===== src/rtl/gakts_pkg.sv =====
// Shared types and constants for the two-state angle and gyro-bias filter.
package gakts_pkg;

   localparam logic signed [31:0] ONE_Q16 = 32'sd65536;
   localparam logic signed [31:0] SAT_MAX = 32'sh7fffffff;
   localparam logic signed [31:0] SAT_MIN = 32'sh80000000;

   localparam logic [1:0] REG_MEAS_NOISE  = 2'd0;
   localparam logic [1:0] REG_ANGLE_NOISE = 2'd1;
   localparam logic [1:0] REG_BIAS_NOISE  = 2'd2;

   // One datapath micro-operation per controller step.
   typedef enum logic [4:0] {
      OP_NONE  = 5'd0,
      OP_MUL   = 5'd1,
      OP_ADD   = 5'd2,
      OP_SUB   = 5'd3,
      OP_DIV   = 5'd4
   } op_type;

   // Register file addresses inside the datapath.
   typedef enum logic [4:0] {
      R_ANGLE = 5'd0,  R_BIAS = 5'd1,  R_CAA = 5'd2,  R_CAB = 5'd3,
      R_CBA = 5'd4,    R_CBB = 5'd5,   R_RATE = 5'd6, R_MEAS = 5'd7,
      R_DT = 5'd8,     R_RN = 5'd9,    R_QA = 5'd10,  R_QB = 5'd11,
      R_ONE = 5'd12,   R_ZERO = 5'd13, R_T0 = 5'd14,  R_T1 = 5'd15,
      R_INNOV = 5'd16, R_COV = 5'd17,  R_K0 = 5'd18,  R_K1 = 5'd19,
      R_OMK = 5'd20,   R_KMO = 5'd21,  R_N00 = 5'd22, R_N01 = 5'd23,
      R_N10 = 5'd24,   R_N11 = 5'd25,  R_T2 = 5'd26
   } reg_type;

   typedef struct packed {
      op_type  op;
      reg_type src_a;
      reg_type src_b;
      reg_type dst;
   } uop_type;

   typedef struct packed {
      logic    start;   // begin an operation this cycle
      uop_type uop;
      logic    load_in; // capture input word
      logic    commit;  // copy new covariances into state
      logic    skip_k;  // covariance not positive: zero the gains
   } cmd_type;

   typedef struct packed {
      logic busy;
      logic cov_pos;
   } sts_type;

   function automatic uop_type uop_rom(input logic [4:0] pc);
      uop_type u;
      u = '{OP_NONE, R_ZERO, R_ZERO, R_ZERO};
      case (pc)
         5'd0:  u = '{OP_SUB, R_RATE, R_BIAS, R_T0};
         5'd1:  u = '{OP_MUL, R_DT, R_T0, R_T0};
         5'd2:  u = '{OP_ADD, R_ANGLE, R_T0, R_ANGLE};
         5'd3:  u = '{OP_SUB, R_MEAS, R_ANGLE, R_INNOV};
         5'd4:  u = '{OP_ADD, R_CAA, R_RN, R_COV};
         5'd5:  u = '{OP_MUL, R_DT, R_CBA, R_T0};
         5'd6:  u = '{OP_SUB, R_CAA, R_T0, R_T0};
         5'd7:  u = '{OP_DIV, R_T0, R_COV, R_K0};
         5'd8:  u = '{OP_DIV, R_CBA, R_COV, R_K1};
         5'd9:  u = '{OP_MUL, R_K0, R_INNOV, R_T0};
         5'd10: u = '{OP_ADD, R_ANGLE, R_T0, R_ANGLE};
         5'd11: u = '{OP_MUL, R_K1, R_INNOV, R_T0};
         5'd12: u = '{OP_ADD, R_BIAS, R_T0, R_BIAS};
         5'd13: u = '{OP_SUB, R_ONE, R_K0, R_OMK};
         5'd14: u = '{OP_SUB, R_K0, R_ONE, R_KMO};
         5'd15: u = '{OP_MUL, R_CAA, R_OMK, R_N00};
         5'd16: u = '{OP_MUL, R_CAB, R_DT, R_T0};
         5'd17: u = '{OP_MUL, R_T0, R_KMO, R_T0};
         5'd18: u = '{OP_ADD, R_N00, R_T0, R_N00};
         5'd19: u = '{OP_MUL, R_CBA, R_DT, R_T0};
         5'd20: u = '{OP_SUB, R_N00, R_T0, R_N00};
         5'd21: u = '{OP_MUL, R_CBB, R_DT, R_T0};
         5'd22: u = '{OP_MUL, R_T0, R_DT, R_T0};
         5'd23: u = '{OP_ADD, R_N00, R_T0, R_N00};
         5'd24: u = '{OP_MUL, R_CAB, R_OMK, R_T1};
         5'd25: u = '{OP_MUL, R_DT, R_CBB, R_T2};
         5'd26: u = '{OP_SUB, R_T1, R_T2, R_N01};
         5'd27: u = '{OP_MUL, R_K1, R_CAB, R_T1};
         5'd28: u = '{OP_SUB, R_T1, R_CBB, R_T1};
         5'd29: u = '{OP_MUL, R_DT, R_T1, R_T1};
         5'd30: u = '{OP_ADD, R_CBA, R_T1, R_N10};
         default: u = '{OP_NONE, R_ZERO, R_ZERO, R_ZERO};
      endcase
      return u;
   endfunction

   // Second half of the program, kept apart to stay within 5 bits.
   function automatic uop_type uop_rom2(input logic [4:0] pc);
      uop_type u;
      u = '{OP_NONE, R_ZERO, R_ZERO, R_ZERO};
      case (pc)
         5'd0: u = '{OP_MUL, R_K1, R_CAA, R_T1};
         5'd1: u = '{OP_SUB, R_N10, R_T1, R_N10};
         5'd2: u = '{OP_MUL, R_K1, R_CAB, R_T1};
         5'd3: u = '{OP_SUB, R_CBB, R_T1, R_N11};
         5'd4: u = '{OP_ADD, R_N00, R_QA, R_N00};
         5'd5: u = '{OP_ADD, R_N11, R_QB, R_N11};
         default: u = '{OP_NONE, R_ZERO, R_ZERO, R_ZERO};
      endcase
      return u;
   endfunction

   localparam logic [5:0] PROG_LEN = 6'd37;

   function automatic logic signed [31:0] sat64(input logic signed [65:0] v);
      if (v > 66'(SAT_MAX)) return SAT_MAX;
      if (v < 66'(SAT_MIN)) return SAT_MIN;
      return v[31:0];
   endfunction

endpackage


===== src/rtl/gakts_ctrl.sv =====
// Sequencer that steps the datapath through the filter program.
module gakts_ctrl (
   input  logic               clock,
   input  logic               reset,
   input  logic               req_valid,
   output logic               req_ready,
   output logic               rsp_valid,
   input  logic               rsp_ready,
   output gakts_pkg::cmd_type cmd,
   input  gakts_pkg::sts_type sts,
   output logic               out_load
);
   import gakts_pkg::*;

   typedef enum logic [3:0] {
      S_IDLE = 4'b0001, S_RUN = 4'b0010, S_WAIT = 4'b0100, S_DONE = 4'b1000
   } state_type;

   state_type  state_ff, state_in;
   logic [5:0] pc_ff, pc_in;
   logic       rv_ff, rv_in;
   uop_type    u;

   always_comb begin
      u = (pc_ff < 6'd31) ? uop_rom(pc_ff[4:0]) : uop_rom2(5'(pc_ff - 6'd31));
      state_in = state_ff; pc_in = pc_ff; rv_in = rv_ff;
      cmd = '{1'b0, u, 1'b0, 1'b0, !sts.cov_pos};
      out_load = 1'b0;
      if (rv_ff && rsp_ready) rv_in = 1'b0;
      case (state_ff)
         S_IDLE: if (req_valid) begin
            cmd.load_in = 1'b1; pc_in = '0; state_in = S_RUN;
         end
         S_RUN: begin
            cmd.start = 1'b1; state_in = S_WAIT;
         end
         S_WAIT: if (!sts.busy) begin
            if (pc_ff == PROG_LEN - 6'd1) state_in = S_DONE;
            else begin
               pc_in = pc_ff + 6'd1; state_in = S_RUN;
            end
         end
         S_DONE: if (!rv_ff || rsp_ready) begin
            cmd.commit = 1'b1; out_load = 1'b1; rv_in = 1'b1; state_in = S_IDLE;
         end
         default: state_in = S_IDLE;
      endcase
   end

   assign req_ready = (state_ff == S_IDLE);
   assign rsp_valid = rv_ff;

   always_ff @(posedge clock) begin
      if (reset) begin
         state_ff <= S_IDLE; pc_ff <= '0; rv_ff <= 1'b0;
      end else begin
         state_ff <= state_in; pc_ff <= pc_in; rv_ff <= rv_in;
      end
   end
endmodule


===== config.mk =====
export PLATFORM = sky130hd
export DESIGN_NAME = gakts_ctrl
export DESIGN_NICKNAME = d
export VERILOG_FILES = /design/src/rtl/gakts_pkg.sv /design/src/rtl/gakts_ctrl.sv
export SDC_FILE = /design/constraint.sdc
export NUM_CORES = 1
export LEC_CHECK = 0
export ABC_AREA = 1
export BUFFER_PORTS_ARGS = -buffer_cell sky130_fd_sc_hd__buf_2
export CAP_MARGIN = 20
export CORE_MARGIN = 2
export CORE_UTILIZATION = 50
export DETAILED_ROUTE_END_ITERATION = 8
export GPL_TIMING_DRIVEN = 0
export PLACE_DENSITY_LB_ADDON = 0.25
export SYNTH_ARGS = -nofsm -noshare
export SYNTH_HDL_FRONTEND = slang
export SYNTH_SLANG_ARGS = --single-unit

===== constraint.sdc =====
create_clock -name clock -period 3.6 [get_ports clock]
set_input_delay 1.08 -clock clock [delete_from_list [all_inputs] [get_ports clock]]
set_output_delay 1.08 -clock clock [all_outputs]
set_load 0.02 [all_outputs]

# After elaboration in Yosys (flattened, before gate mapping)

Memories as Yosys holds them, arrays and structs flattened. A register that Yosys moved wholly into a read port is not among the register bits.
Index checks and enable logic that the tools add are counted.

Bits in registers: 11
Memory bits (read-only): 576
Output and inout bits: 27
Word-level logic and storage cells: 50
Memories: 1

Add/sub/neg operators: 2
Order comparisons: 1
Equal/unequal tests: 14
Mux-type cells: 21
Reductions and logical operators: 8

Memory list:

| memory          | words | width | rd ports | clocked after Yosys merged registers in | write ports | RTL line        | RTL |
|---|---|---|---|---|---|---|---|
| (no name shown) | 32    | 18    | 1        | 1                                       | 0           | gakts_pkg.sv:55 | `case (pc)` |

Operators by type and width:

| operator                                                   | number |
|---|---|
| one-hot mux 17 bit (6 select lines)                        | 1 |
| 2-to-1 mux 20 bit                                          | 1 |
| 2-to-1 mux 6 bit                                           | 3 |
| 2-to-1 mux 4 bit                                           | 4 |
| one-hot mux 4 bit (4 select lines)                         | 1 |
| one-hot mux 6 bit (2 select lines)                         | 1 |
| == test 5 x 2 -> 1 bit, second input constant              | 2 |
| == test 5 x 3 -> 1 bit, second input constant              | 2 |
| 2-to-1 mux 5 bit                                           | 2 |
| 2-to-1 mux 1 bit                                           | 8 |
| != test 2 bit, second input constant                       | 4 |
| adder 6 x 1 -> 6 bit, second input constant                | 1 |
| == test 6 bit, second input constant                       | 1 |
| less-than comparator 6 x 5 -> 1 bit, second input constant | 1 |
| == test 5 x 1 -> 1 bit, second input constant              | 1 |
| logical NOT 5 bit                                          | 1 |
| subtractor 5 bit, second input constant                    | 1 |
| == test 4 x 1 -> 1 bit, second input constant              | 1 |
| == test 4 x 2 -> 1 bit, second input constant              | 1 |
| == test 4 x 3 -> 1 bit, second input constant              | 1 |
| == test 4 bit, second input constant                       | 1 |
| AND reduction 4 bit                                        | 1 |
| AND reduction 3 bit                                        | 1 |
| logical NOT 1 bit                                          | 2 |
| 3 further kinds                                            | 3 |

# Logic depth before layout (Yosys ltp)

Depth after elaboration: 6
Mapped depth: 19
Gate-level depth less buffers: 19

# Worst setup path after synthesis

No wires, ideal clock.

Path type: register to output
From: register pc_ff[0]
To: output port cmd[11] in the netlist's numbering
Arrival time: 1.847 ns
Required time: 2.520 ns
Path slack: 0.673 ns
Cell stages (with the launch flop): 11
Cells stage by stage: dfxtp_1 -> ha_1 -> xor2_1 -> inv_2 -> nand2_1 -> nor2_1 -> a21oi_2 -> nand3_1 -> nand2_1 -> inv_2 -> a21oi_1

RTL lines:

| what                     | RTL line         | RTL |
|---|---|---|
| start: declaration       | gakts_ctrl.sv:20 | `logic [5:0] pc_ff, pc_in;` |
| start signal: assignment | gakts_ctrl.sv:57 | `state_ff <= state_in; pc_ff <= pc_in; rv_ff <= rv_in;` |
| end: declaration         | gakts_ctrl.sv:9  | `output gakts_pkg::cmd_type cmd,` |

==> results.json <==
{
  "cts_resized": 0,
  "crit_chain": "ha_2, nand3_1, nand2_1, nand2_1, nand2_1, nor2_1, a21oi_2, nand3_1, nand2_1, inv_2, a21oi_1, buf_2",
  "die_w_um": 73.10,
  "setup_ws_ns": 0.2061,
  "worstSetupPathType": "reg2out",
  "coreArea_mm2": 0.004661,
  "synth_largest_area_cell": "dfxtp_1",
  "max_freq_mhz": 294.6,
  "wl_um": 6472,
  "clock_latency_ns": 0.28,
  "ys_seq_area_share_pct": 24.32,
  "pin_count": 33,
  "startpoint_type": "flop",
  "first_global_vias": 2369,
  "hold_start": "pc_ff[5]$_SDFFE_PP0N_",
  "cp_slowest_stage_delay_ns": 0.41,
  "cts_buffer_depth": 2,
  "wl_per_cell_um": 13.57,
  "ys_ff_latch": 29,
  "synth_fa_ha_area_share_pct": 6.289,
  "fin_crit_ns": 3.394,
  "yosys.area_share.simple_pct": 46.70,
  "antenna_cells": 0,
  "antenna_left": 0,
  "path_max_fanout": 7,
  "synth_xor_area_share_pct": 0.3669,
  "dp_slack_ns": 0.3771,
  "viasPerCell": 5.440,
  "fillers": 475,
  "p_leak_uw": 0.001476,
  "status": "finished clean",
  "start_util_pct": 51.22,
  "dr.pass1.iters": 5,
  "place_congestion": 0.9502,
  "fin_skew_ns": 0.007852,
  "syn_inst": 385,
  "synth_flop_cell": "dfxtp_1",
  "rsz0062_at_grt": "no",
  "final_area_mm2": 0.002754,
  "hold_ws_ns": 0.5156,
  "cts_hold_buf": 0,
  "rr_startpoint": "pc_ff[0]$_SDFFE_PP0N_",
  "crit_arrival_ns": 2.31,
  "grt_overflow": 0,
  "synth_top_family_by_area": "simple AND/OR/NAND/NOR gates",
  "drive_gt1_share_pct": 20.80,
  "period_share_pct": 94.27,
  "slowest_stage": "dfxtp_2",
  "nets": 440,
  "syn-mean-instance-area_um2": 6.201,
  "reg2reg_slack_ns": 0.85,
  "hold_depth": 1,
  "critPathBufInv": 2,
  "clock-root-buffer": "clkbuf_8",
  "h-tree-depth": 2,
  "synth_compound_area_share_pct": 10.06,
  "cap_violations": 0,
  "power_uw": 2392,
  "netlist_top_cells_area": "dfxtp_1 24%, nand2_1 18%, nand3_1 11%",
  "dieHeight_um": 73.10,
  "synth_edf_count": 0,
  "slew_violations": 0,
  "vdd.ir_drop.worst_mv": 0.5218,
  "io_buffers": 29,
  "met1_length_um": 2895,
  "grt_first_pass_wirelength_um": 11100,
  "cts_setup_buffers": 0,
  "reg2reg_depth": 13,
  "hpwl_um": 5020,
  "grt_max_degree": 11,
  "path_delay_family": "simple AND/OR/NAND/NOR gates",
  "synth_warnings": 0,
  "hp-class": "reg2reg",
  "fp.dieArea_mm2": 0.005344,
  "dr.first_iter.drc_count": 185,
  "wl_met3_um": 417,
  "ys_types": 37,
  "dr_wl_met2_um": 2913,
  "setup-tns-final_ns": 0,
  "vias": 2595,
  "worst-endpoint-required_ns": 2.52,
  "min_to": "pc_ff[5]$_SDFFE_PP0N_",
  "setup_viol_count_final": 0,
  "multiInputGateArea_mm2": 0.001549,
  "crit_path_frequent_cell": "nand2_1",
  "area_growth_syn_to_layout_pct": 15.36,
  "final-hold-violation-count": 0,
  "cp-end-kind": "output pin",
  "seqCellArea_um2": 583.1,
  "synth_top_area_share_pct": 24.32,
  "cts.clk_slew.worst_paths_ns": 0.07,
  "syn_area_mm2": 0.002387,
  "num_rows": 25,
  "async_flop_share_pct": 0,
  "cts_tree": "built",
  "antenna_found_initial": 0,
  "top_layer_used": "met4",
  "grt.total_usage_pct": 26.70,
  "powerDensity_mw_per_mm2": 868.8,
  "clock_sinks": 29,
  "postPlaceCellArea_mm2": 0.002604,
  "cts_buffers": 5,
  "synth_common_cells": "116 x nand2_1, 51 x nand3_1, 41 x nor2_1",
  "synthMuxAreaShare_pct": 0,
  "synth.most_common_cell": "nand2_1",
  "drc_errors": 0
}
through the flow:
step                      std cells  utilization, %
after floorplan                 386               -
final                           477           59.09
after detailed placement        469           55.87
after global placement          469           55.87
after CTS                       477           58.36
after global routing            477           59.09
cell families (layout without fill, tap and decap cells):
kind of cell / after synthesis / in the layout
DFF: 29 / 29
buffers and inverters: 59 / 96
other: 1 / 2
adders and majority gates: 12 / 12
and+or+nand+nor: 241 / 241
AOI/OAI and AO/OA: 42 / 42
xor gates and xnor gates: 1 / 1
report_power, final:
| group | total, uW | internal, uW | leakage, uW | switching [uW] |
|---|---|---|---|---|
| registers | 485 | 438 | 0.000240 | 46.6 |
| clock network | 346 | 225 | 0.0000585 | 121 |
| logic | 1560 | 505 | 0.00118 | 1060 |
| total | 2390 | 1170 | 0.00148 | 1220 |
per-layer routing:
layer  vias to the layer above  track usage, %
met4                         0           13.99
li1                       1311               -
met5                         -               0
met3                        22           4.420
met2                       103           40.64
met1                      1159           36.01
cell type report:
cell class	count	share of cell area, %
Buffer	13	4.044
Sequential cell	29	21.17
Clock buffer	7	3.135
Multi-Input combinational cell	298	56.25
Tap cell	54	2.453
Clock inverter	1	1.090
Timing Repair Buffer	29	5.270
Inverter	46	6.588
worst max-delay path by stage:
stage / start / end / slack (ns) / depth (start not counted)
after global placement: pc_ff[1]$_SDFFE_PP0N_ / cmd[16] / 0.36 / 11
final: pc_ff[1]$_SDFFE_PP0N_ / cmd[11] / 0.21 / 12
after CTS: pc_ff[1]$_SDFFE_PP0N_ / cmd[11] / 0.06 / 11
after floorplan: pc_ff[0]$_SDFFE_PP0N_ / cmd[11] / 0.67 / 10
after detailed placement: pc_ff[1]$_SDFFE_PP0N_ / cmd[11] / 0.38 / 11
after global routing: pc_ff[1]$_SDFFE_PP0N_ / cmd[5] / 0.005 / 12
layout by cell type, fill, tap and decap left out, types with 3 or more instances in the layout:
master    count
nand2_1     115
nand3_1      51
nor2_1       41
inv_1        37
buf_2        31
dfxtp_1      27
o21ai_0      13
a21oi_1      12
ha_1         11
nand2_2       9
inv_2         6
clkbuf_8      6
buf_4         5
nor3_1        5
nand4_1       4
buf_6         4
nor2_2        3
nor2_4        3
o21ai_1       3
o211ai_1      3
a31oi_1       3
Power figures use the tool's default switching activity.
